--- src/hw/rtl/lcfs_pkg.sv ---
package lcfs_pkg;

  localparam int TABLE_DEPTH = 16;
  localparam int LED_COUNT   = 5;

  localparam int TBL_AW  = $clog2(TABLE_DEPTH);
  localparam int LED_W   = 3;
  localparam int CNT_W   = $clog2(LED_COUNT + 1);
  localparam int POS_W   = $clog2(TABLE_DEPTH + 3 * LED_COUNT + 1);
  localparam int CHAN_W  = 16;
  localparam int STEP_W  = 8;
  localparam int DIV_W   = $clog2(CHAN_W + 1);
  localparam int CFG_IW  = 2;
  localparam int CFG_DW  = 8;

  localparam logic [STEP_W-1:0] LOOP_FOREVER = 8'hFF;

  // Register indexes of the configuration port
  localparam logic [CFG_IW-1:0] REG_SEQ_LEN   = 2'd0;
  localparam logic [CFG_IW-1:0] REG_FADE      = 2'd1;
  localparam logic [CFG_IW-1:0] REG_ALL_SAME  = 2'd2;
  localparam logic [CFG_IW-1:0] REG_LOOPS     = 2'd3;

  typedef enum logic [1:0] {
    CMD_TICK  = 2'd0,
    CMD_WRITE = 2'd1,
    CMD_START = 2'd2,
    CMD_STOP  = 2'd3
  } cmd_e;

  // Channel 0 red, 1 green, 2 blue
  typedef logic [2:0][CHAN_W-1:0] rgb_t;

  typedef struct packed {
    logic shift;
    logic div_start;
    logic div_step;
    logic fade;
    logic snap;
  } cell_ctl_t;

endpackage

--- src/hw/rtl/lcfs_ram.sv ---
module lcfs_ram #(
  parameter int Width = 8,
  parameter int Depth = 16
) (
  input  logic                     clk_i,
  input  logic                     we_i,
  input  logic [$clog2(Depth)-1:0] waddr_i,
  input  logic [Width-1:0]         wdata_i,
  input  logic [$clog2(Depth)-1:0] raddr_i,
  output logic [Width-1:0]         rdata_o
);

  logic [Width-1:0] mem_q [Depth];

  // Write one word, read one word registered
  always_ff @(posedge clk_i) begin
    if (we_i) begin
      mem_q[waddr_i] <= wdata_i;
    end
    rdata_o <= mem_q[raddr_i];
  end

endmodule

--- src/hw/rtl/lcfs_cell.sv ---
module lcfs_cell import lcfs_pkg::*; (
  input  logic              clk_i,
  input  cell_ctl_t         ctl_i,
  input  logic [STEP_W-1:0] steps_i,
  input  rgb_t              nbr_i,
  output rgb_t              cur_o,
  output rgb_t              tgt_o
);

  rgb_t                   cur_q, tgt_q;
  logic [2:0][CHAN_W-1:0] quo_q;
  logic [2:0][STEP_W-1:0] rem_q;
  logic [2:0]             neg_q;

  logic [2:0][CHAN_W:0]   diff;
  logic [2:0][CHAN_W-1:0] mag;
  logic [2:0][STEP_W:0]   trial;
  logic [2:0]             ge;
  logic [2:0][STEP_W:0]   trial_sub;
  logic [2:0][CHAN_W-1:0] delta;

  // Per channel: difference, magnitude, one division step, signed delta
  always_comb begin
    for (int c = 0; c < 3; c++) begin
      diff[c]      = {1'b0, tgt_q[c]} - {1'b0, cur_q[c]};
      mag[c]       = diff[c][CHAN_W] ? (~diff[c][CHAN_W-1:0] + 16'd1) : diff[c][CHAN_W-1:0];
      trial[c]     = {rem_q[c], quo_q[c][CHAN_W-1]};
      ge[c]        = trial[c] >= {1'b0, steps_i};
      trial_sub[c] = trial[c] - {1'b0, steps_i};
      delta[c]     = neg_q[c] ? (~quo_q[c] + 16'd1) : quo_q[c];
    end
  end

  // Shift colours along the chain, or fade toward the target
  always_ff @(posedge clk_i) begin
    if (ctl_i.shift) begin
      cur_q <= tgt_q;
      tgt_q <= nbr_i;
    end else if (ctl_i.fade) begin
      for (int c = 0; c < 3; c++) begin
        cur_q[c] <= ctl_i.snap ? tgt_q[c] : cur_q[c] + delta[c];
      end
    end
  end

  // Restoring divider, one quotient bit per cycle
  always_ff @(posedge clk_i) begin
    for (int c = 0; c < 3; c++) begin
      if (ctl_i.div_start) begin
        quo_q[c] <= mag[c];
        rem_q[c] <= '0;
        neg_q[c] <= diff[c][CHAN_W];
      end else if (ctl_i.div_step) begin
        rem_q[c] <= ge[c] ? trial_sub[c][STEP_W-1:0] : trial[c][STEP_W-1:0];
        quo_q[c] <= {quo_q[c][CHAN_W-2:0], ge[c]};
      end
    end
  end

  assign cur_o = cur_q;
  assign tgt_o = tgt_q;

endmodule

--- src/hw/rtl/led_color_fade_sequencer_unit.sv ---
// LED colour fade sequencer: plays a 16-entry colour table on five RGB LEDs, fading
// between key frames. Command words are taken only while the block is idle (in_stall_o
// low). A write, stop or idle tick is handled without leaving idle. A start, and a
// tick that reaches a new key frame, reload the row of five LED cells: six table
// reads through the single RAM read port, then the per-cell bit-serial dividers
// form the fade deltas. A fade tick updates all cells at once. Every tick while
// running then sends five output words, one per cycle when out_stall_i is low;
// the next command word is taken once the fifth word is in the output register.
module led_color_fade_sequencer_unit import lcfs_pkg::*; (
  input  logic              clk_i,
  input  logic              rst_ni,
  input  logic              in_valid_i,
  output logic              in_stall_o,
  input  logic [1:0]        cmd_i,
  input  logic [3:0]        entry_index_i,
  input  logic [CHAN_W-1:0] red_in_i,
  input  logic [CHAN_W-1:0] green_in_i,
  input  logic [CHAN_W-1:0] blue_in_i,
  input  logic              cfg_valid_i,
  output logic              cfg_ready_o,
  input  logic [CFG_IW-1:0] cfg_index_i,
  input  logic [CFG_DW-1:0] cfg_data_i,
  output logic              out_valid_o,
  input  logic              out_stall_i,
  output logic [LED_W-1:0]  led_index_o,
  output logic [CHAN_W-1:0] red_out_o,
  output logic [CHAN_W-1:0] green_out_o,
  output logic [CHAN_W-1:0] blue_out_o,
  output logic              last_led_o,
  output logic              anim_done_o
);

  typedef enum logic [4:0] {
    S_IDLE   = 5'b00001,
    S_LOAD   = 5'b00010,
    S_LDLAST = 5'b00100,
    S_DIV    = 5'b01000,
    S_EMIT   = 5'b10000
  } state_e;

  state_e state_q, state_d;

  logic [4:0]        cfg_len_q;
  logic [STEP_W-1:0] cfg_steps_q, cfg_loops_q;
  logic              cfg_same_q;

  logic              run_q, run_d;
  logic              same_q, same_d;
  logic [POS_W-1:0]  pad_q, pad_d, total_q, total_d, frame_q, frame_d;
  logic [STEP_W-1:0] steps_q, steps_d, loops_q, loops_d, fade_q, fade_d;
  logic              done_q, done_d, emit_after_q, emit_after_d;
  logic [CNT_W-1:0]  k_q, k_d;
  logic [DIV_W-1:0]  cnt_q, cnt_d;
  logic [LED_W-1:0]  led_q, led_d;

  logic              rd_vld_q, zero_q;
  logic [47:0]       rdata;
  rgb_t              entry;

  logic              out_valid_q, out_valid_d, out_load;
  logic [LED_W-1:0]  out_led_q;
  rgb_t              out_rgb_q;
  logic              out_last_q, out_done_q;

  logic              in_acc, cfg_acc;
  cmd_e              cmd;
  cell_ctl_t         ctl;
  rgb_t              cur [LED_COUNT];
  rgb_t              tgt [LED_COUNT];

  logic [POS_W-1:0]  len_sat, pad_new;
  logic [STEP_W:0]   fade_inc;
  logic              frame_adv;
  logic [POS_W-1:0]  frame_inc;
  logic [POS_W-1:0]  pos_sum, pos_mod, rd_off;
  logic              pad_hit;
  logic [LED_W-1:0]  src;

  assign in_stall_o  = (state_q != S_IDLE);
  assign in_acc      = in_valid_i && !in_stall_o;
  assign cfg_ready_o = 1'b1;
  assign cfg_acc     = cfg_valid_i && cfg_ready_o;
  assign cmd         = cmd_e'(cmd_i);

  // Hold configuration registers
  always_ff @(posedge clk_i or negedge rst_ni) begin
    if (!rst_ni) begin
      cfg_len_q   <= 5'd1;
      cfg_steps_q <= 8'd1;
      cfg_same_q  <= 1'b0;
      cfg_loops_q <= 8'd0;
    end else if (cfg_acc) begin
      unique case (cfg_index_i)
        REG_SEQ_LEN:  cfg_len_q   <= cfg_data_i[4:0];
        REG_FADE:     cfg_steps_q <= cfg_data_i;
        REG_ALL_SAME: cfg_same_q  <= cfg_data_i[0];
        REG_LOOPS:    cfg_loops_q <= cfg_data_i;
        default: ;
      endcase
    end
  end

  // Colour table
  lcfs_ram #(.Width(48), .Depth(TABLE_DEPTH)) u_table (
    .clk_i   (clk_i),
    .we_i    (in_acc && (cmd == CMD_WRITE)),
    .waddr_i (entry_index_i[TBL_AW-1:0]),
    .wdata_i ({blue_in_i, green_in_i, red_in_i}),
    .raddr_i (rd_off[TBL_AW-1:0]),
    .rdata_o (rdata)
  );

  // Run parameters for a start
  assign len_sat  = ((cfg_len_q == 5'd0) || (POS_W'(cfg_len_q) > POS_W'(TABLE_DEPTH)))
                    ? POS_W'(TABLE_DEPTH) : POS_W'(cfg_len_q);
  assign pad_new  = cfg_same_q ? POS_W'(1) : POS_W'(LED_COUNT);

  // Tick bookkeeping
  assign fade_inc  = {1'b0, fade_q} + 9'd1;
  assign frame_adv = fade_inc >= {1'b0, steps_q};
  assign frame_inc = frame_q + POS_W'(1);

  // Table position for read k of a key frame load
  assign pos_sum = frame_q + POS_W'(k_q);
  assign pos_mod = (pos_sum >= total_q) ? pos_sum - total_q : pos_sum;
  assign pad_hit = (pos_mod < pad_q) || (pos_mod >= total_q - pad_q);
  assign rd_off  = pos_mod - pad_q;

  always_ff @(posedge clk_i or negedge rst_ni) begin
    if (!rst_ni) begin
      rd_vld_q <= 1'b0;
    end else begin
      rd_vld_q <= (state_q == S_LOAD);
    end
  end

  always_ff @(posedge clk_i) begin
    zero_q <= pad_hit;
  end

  assign entry = zero_q ? '0 : rgb_t'(rdata);

  // Sequencer
  always_comb begin
    state_d      = state_q;
    run_d        = run_q;
    same_d       = same_q;
    pad_d        = pad_q;
    total_d      = total_q;
    frame_d      = frame_q;
    steps_d      = steps_q;
    loops_d      = loops_q;
    fade_d       = fade_q;
    done_d       = done_q;
    emit_after_d = emit_after_q;
    k_d          = k_q;
    cnt_d        = cnt_q;
    led_d        = led_q;
    ctl          = '0;
    ctl.shift    = rd_vld_q;
    out_load     = 1'b0;

    unique case (state_q)
      S_IDLE: begin
        if (in_acc) begin
          unique case (cmd)
            CMD_WRITE: ;
            CMD_START: begin
              run_d        = 1'b1;
              same_d       = cfg_same_q;
              pad_d        = pad_new;
              total_d      = len_sat + (pad_new << 1);
              steps_d      = (cfg_steps_q == 8'd0) ? 8'd1 : cfg_steps_q;
              loops_d      = cfg_loops_q;
              frame_d      = '0;
              fade_d       = '0;
              emit_after_d = 1'b0;
              done_d       = 1'b0;
              k_d          = '0;
              state_d      = S_LOAD;
            end
            CMD_STOP: run_d = 1'b0;
            CMD_TICK: begin
              if (run_q) begin
                done_d = 1'b0;
                if (frame_adv) begin
                  fade_d       = '0;
                  frame_d      = frame_inc;
                  emit_after_d = 1'b1;
                  k_d          = '0;
                  state_d      = S_LOAD;
                  if (frame_inc == total_q - pad_q) begin
                    if (loops_q != 8'd0) begin
                      if (loops_q != LOOP_FOREVER) begin
                        loops_d = loops_q - 8'd1;
                      end
                      frame_d = '0;
                    end else begin
                      done_d  = 1'b1;
                      run_d   = 1'b0;
                      led_d   = '0;
                      state_d = S_EMIT;
                    end
                  end
                end else begin
                  fade_d   = fade_inc[STEP_W-1:0];
                  ctl.fade = 1'b1;
                  ctl.snap = (fade_inc[STEP_W-1:0] == steps_q - 8'd1);
                  led_d    = '0;
                  state_d  = S_EMIT;
                end
              end
            end
            default: ;
          endcase
        end
      end
      S_LOAD: begin
        k_d = k_q + CNT_W'(1);
        if (k_q == CNT_W'(LED_COUNT)) begin
          k_d     = '0;
          state_d = S_LDLAST;
        end
      end
      S_LDLAST: begin
        cnt_d   = '0;
        state_d = S_DIV;
      end
      S_DIV: begin
        ctl.div_start = (cnt_q == '0);
        ctl.div_step  = (cnt_q != '0);
        cnt_d         = cnt_q + DIV_W'(1);
        if (cnt_q == DIV_W'(CHAN_W)) begin
          led_d   = '0;
          state_d = emit_after_q ? S_EMIT : S_IDLE;
        end
      end
      S_EMIT: begin
        if (!out_valid_q || !out_stall_i) begin
          out_load = 1'b1;
          led_d    = led_q + LED_W'(1);
          if (led_q == LED_W'(LED_COUNT - 1)) begin
            state_d = S_IDLE;
          end
        end
      end
      default: state_d = S_IDLE;
    endcase
  end

  always_ff @(posedge clk_i or negedge rst_ni) begin
    if (!rst_ni) begin
      state_q      <= S_IDLE;
      run_q        <= 1'b0;
      same_q       <= 1'b0;
      pad_q        <= POS_W'(1);
      total_q      <= POS_W'(3);
      frame_q      <= '0;
      steps_q      <= 8'd1;
      loops_q      <= '0;
      fade_q       <= '0;
      done_q       <= 1'b0;
      emit_after_q <= 1'b0;
      k_q          <= '0;
      cnt_q        <= '0;
      led_q        <= '0;
    end else begin
      state_q      <= state_d;
      run_q        <= run_d;
      same_q       <= same_d;
      pad_q        <= pad_d;
      total_q      <= total_d;
      frame_q      <= frame_d;
      steps_q      <= steps_d;
      loops_q      <= loops_d;
      fade_q       <= fade_d;
      done_q       <= done_d;
      emit_after_q <= emit_after_d;
      k_q          <= k_d;
      cnt_q        <= cnt_d;
      led_q        <= led_d;
    end
  end

  // Row of LED cells; table words enter at the last cell
  for (genvar i = 0; i < LED_COUNT; i++) begin : g_cell
    rgb_t nbr;
    if (i == LED_COUNT - 1) begin : g_end
      assign nbr = entry;
    end else begin : g_mid
      assign nbr = tgt[i+1];
    end
    lcfs_cell u_cell (
      .clk_i   (clk_i),
      .ctl_i   (ctl),
      .steps_i (steps_q),
      .nbr_i   (nbr),
      .cur_o   (cur[i]),
      .tgt_o   (tgt[i])
    );
  end

  // Output register
  assign src         = same_q ? '0 : led_q;
  assign out_valid_d = out_load ? 1'b1 : (out_valid_q && out_stall_i);

  always_ff @(posedge clk_i or negedge rst_ni) begin
    if (!rst_ni) begin
      out_valid_q <= 1'b0;
    end else begin
      out_valid_q <= out_valid_d;
    end
  end

  always_ff @(posedge clk_i) begin
    if (out_load) begin
      out_led_q  <= led_q;
      out_rgb_q  <= done_q ? '0 : cur[src];
      out_last_q <= (led_q == LED_W'(LED_COUNT - 1));
      out_done_q <= done_q;
    end
  end

  assign out_valid_o = out_valid_q;
  assign led_index_o = out_led_q;
  assign red_out_o   = out_rgb_q[0];
  assign green_out_o = out_rgb_q[1];
  assign blue_out_o  = out_rgb_q[2];
  assign last_led_o  = out_last_q;
  assign anim_done_o = out_done_q;

endmodule

--- config.mk ---
export PLATFORM = sky130hd
export DESIGN_NAME = led_color_fade_sequencer_unit
export DESIGN_NICKNAME = d
export VERILOG_FILES = /design/src/hw/rtl/lcfs_pkg.sv /design/src/hw/rtl/lcfs_ram.sv /design/src/hw/rtl/lcfs_cell.sv /design/src/hw/rtl/led_color_fade_sequencer_unit.sv
export SDC_FILE = /design/constraint.sdc
export NUM_CORES = 2
export LEC_CHECK = 0
export ABC_AREA = 0
export BUFFER_PORTS_ARGS = -buffer_cell sky130_fd_sc_hd__buf_2
export CAP_MARGIN = 20
export CORE_MARGIN = 2
export CORE_UTILIZATION = 50
export DETAILED_ROUTE_END_ITERATION = 6
export PLACE_DENSITY = 0.8
export SYNTH_ARGS = -nofsm -noshare
export SYNTH_HDL_FRONTEND = slang
export SYNTH_SLANG_ARGS = --single-unit
--- constraint.sdc ---
create_clock -name clk_i -period 9.15 [get_ports clk_i]
set_clock_uncertainty 0.2 [all_clocks]
set_input_delay 1.83 -clock clk_i [delete_from_list [all_inputs] [get_ports clk_i]]
set_output_delay 1.83 -clock clk_i [all_outputs]
set_load 0.01 [all_outputs]
==> impl_metrics.py <==
metrics = {
    "sta": {
        "hold_violations": 0,
        "setup_viol": 0,
        "max-slew-margin-rel": 0.186,
        "finalCritPeriodShare": 0.692,
        "rsz0062_at_grt": "false",
        "fmax_mhz": 158,
        "slew_viol_final": 0,
        "finalWorstPathRequiredPeriod_ns": 6.33,
        "worst_pin_slew_ns": 1.21,
        "setup_tns_ns": 0,
    },
    "synth": {
        "syn_area_um2": 104000,
        "synth_top_area_frac": 0.447,
        "synth.area.top_cells": "edfxtp_1 (45%), ha_1 (7.8%), nand2_1 (5.7%)",
        "ys_ff_latch": 1804,
        "synth.distinct_cells": 106,
        "yosys_warnings": 0,
        "synth.largest_area_cell": "edfxtp_1",
        "avgSynthCellArea_um2": 10.3,
        "synth-edff-count": 1556,
        "synthTopCellsByCount": "nand2_1 (1590), edfxtp_1 (1556), o21ai_0 (817)",
        "synth_cells": 10138,
        "synth.most_common_cell": "nand2_1",
        "seq_area_frac_synth": 0.499,
        "syn_nets": 10905,
        "ys.flop_type": "edfxtp_1",
        "async_flop_share": 0.0438,
    },
    "global_route": {
        "grt_pass1_wl_um": 413000,
        "grt_pass1_vias": 77435,
        "grt_max_degree": 222,
        "grtUsageTotal": 0.243,
        "grt_overflow": 0,
        "antenna_found_initial": 29,
    },
    "clock_network": {
        "root_buffer": "clkbuf_16",
        "cts.path.max_buffers": 3,
        "cts_setup_buffers": 0,
        "cts_tree": "yes",
        "htree_num_levels": 4,
        "cts_made_buffers": 190,
        "cts_sinks": 1804,
        "ctsHoldBuffers": 0,
        "path_clk_slew_ns": 0.06,
        "cts_resized": 0,
        "clk_latency_ns": 0.88,
    },
    "placed_design": {
        "place.gp.congestion": 0.931,
        "placed_cells": 12761,
        "io_buffers": 123,
        "dp_hpwl_um": 177000,
    },
    "run_status": {
        "status": "finished, final reports clean",
    },
    "power": {
        "ir_drop_v": 0.000834,
        "leakage_nw": 43.6,
        "powerDensity_nw_per_um2": 345,
        "power_w": 0.0395,
    },
    "finish": {
        "area_growth_pct": 9.60,
        "num-fill-cells": 16817,
        "finalNonFillerCells": 13126,
        "nets": 10934,
        "drive_gt1_frac": 0.0671,
        "final_util": 0.552,
    },
    "detailed_routing": {
        "routedWlPerCell_um": 20.2,
        "initialDrtViolationCount": 8079,
        "vias": 78604,
        "drcViolationCount": 0,
        "first_pass_iters": 6,
        "routed_wl_um": 266000,
        "ant_nets": 0,
        "vias_per_cell": 5.99,
    },
    "critical_path": {
        "critPathMaxFanout": 99,
        "crit_arrival_ns": 6.83,
        "cp_data_required_time_ns": 9.65,
        "cp-end-kind": "flop",
        "crit_type": "flop to flop",
        "start_kind": "flop",
    },
    "floorplan": {
        "die_y_um": 461,
        "fp.dieW_um": 461,
        "dieArea_um2": 213000,
        "core_region_area_um2": 207000,
        "ioPinCount": 125,
        "start_util": 0.504,
        "row_count": 167,
    },
    "flow_run": {
        "maxCapViolCount": 0,
    },
    "worst_hold_path": {
        "hp-class": "flop to flop",
    },
}
per-layer routing:
metal,part of all wire,GRT usage
met3,0.082,0.0425
met5,0.00091,0
met4,0.033,0.0910
met1,0.40,0.311
met2,0.48,0.412
report_power, final:
| group | leakage [nW] | internal, W | total [W] | switching, W |
|---|---|---|---|---|
| sequential | 16.4 | 0.0104 | 0.0114 | 0.000970 |
| clock | 3.08 | 0.00437 | 0.00779 | 0.00341 |
| combinational | 24.1 | 0.00746 | 0.0204 | 0.0129 |
state kept, by name (all words and copies together) (netlist names), 15 cells and up:
signal               count
g_cell.u_cell.cur_o    240
g_cell.u_cell.quo_q    240
g_cell.u_cell.tgt_o    240
u_table.rdata_o         48
blue_out_o              16
g_cell.u_cell.rem_q    120
u_table.mem_q          768
red_out_o               16
green_out_o             16
g_cell.u_cell.neg_q     15
placed cells by master, fill, tap and decap left out, types with 69 or more instances in the layout:
cell type / Yosys / routed
o31ai_1: 108 / 108
xnor2_1: 614 / 614
o21ai_0: 817 / 816
nor2b_1: 133 / 133
or3_1: 76 / 76
mux2i_1: 188 / 188
nand2b_1: 106 / 102
o211ai_1: 114 / 114
edfxtp_1: 1556 / 1556
nor3_1: 131 / 126
nand3_1: 124 / 124
nor2_1: 481 / 466
o21ai_1: 79 / 79
xor2_1: 264 / 263
dfxtp_1: 169 / 168
buf_2: 35 / 123
inv_1: 498 / 498
clkbuf_16: 0 / 193
buf_4: 3 / 70
nor4_1: 118 / 118
a21oi_1: 702 / 699
ha_1: 651 / 651
a21o_1: 195 / 195
dfrtp_1: 73 / 69
nand2_1: 1590 / 1586
worst paths after layout:
path / startpoint / to / slack (ns) / depth (start not counted)
min in group asynchronous: rst_ni / cfg_steps_q[6]$_DFFE_PN0P_ / 0.57 / 1
hold reg to reg: g_cell[2].u_cell.rem_q[15]$_SDFFE_PP0P_ / g_cell[2].u_cell.rem_q[15]$_SDFFE_PP0P_ / 0.26 / 2
max in group asynchronous: rst_ni / total_q[0]$_DFFE_PN1P_ / 7.58 / 2
hold / removal: g_cell[2].u_cell.rem_q[15]$_SDFFE_PP0P_ / g_cell[2].u_cell.rem_q[15]$_SDFFE_PP0P_ / 0.26 / 2
setup / recovery: frame_q[0]$_DFFE_PN0P_ / u_table.rdata_o[7]$_DFF_P_ / 2.82 / 18
setup reg to reg: frame_q[0]$_DFFE_PN0P_ / u_table.rdata_o[7]$_DFF_P_ / 2.82 / 18
final cells by class:
cell class / count / area, µm² / area share
clock inverters: 104 / 1110 / 0.00968
multi-input cells: 7463 / 49300 / 0.430
well taps: 2788 / 3490 / 0.0305
clock buffers: 254 / 5260 / 0.0459
flip-flops and latches: 1804 / 52100 / 0.455
diodes: 5 / 12.5 / 0.000109
repair buffers: 202 / 1340 / 0.0117
inverters: 506 / 1920 / 0.0167
per-stage QoR:
stage	area [µm²]	setup slack (ns)	hold slack [ns]
3_5_place_dp	108000	2.80	0.248
2_1_floorplan	104000	0.948	0.226
6_report	115000	2.82	0.257
3_3_place_gp	108000	2.98	0.235
5_1_grt	115000	2.34	0.273
4_1_cts	114000	2.76	0.261
cells by family (layout without fill, tap and decap cells):
| kind of cell | after synthesis | in the layout | synth area share |
|---|---|---|---|
| and+or+nand+nor | 3035 | 3035 | 0.131 |
| DFF | 1804 | 1804 | 0.499 |
| AOI/OAI and AO/OA | 2588 | 2588 | 0.151 |
| adders and majority gates | 698 | 698 | 0.0870 |
| buffers and inverters | 871 | 1066 | 0.0321 |
| other | 1 | 6 | 0.0000359 |
| muxes | 262 | 262 | 0.0261 |
| xor gates and xnor gates | 879 | 879 | 0.0738 |
critical path, cell delays in order (launching register included):
cell,delay (ns)
dfrtp_1,0.44
ha_1,0.26
fa_1,0.41
a21o_1,0.17
nand2_1,0.07
xnor2_1,0.08
ha_1,0.32
a21oi_1,0.08
a21oi_1,0.63
nand2_1,0.20
o21ai_4,0.14
inv_8,0.20
ha_1,0.30
xnor2_1,0.53
or2_4,0.92
buf_4,0.62
a21oi_1,0.11
nor4_1,0.35
a21oi_1,0.12
Note: power is estimated with default switching activity, not from simulation.
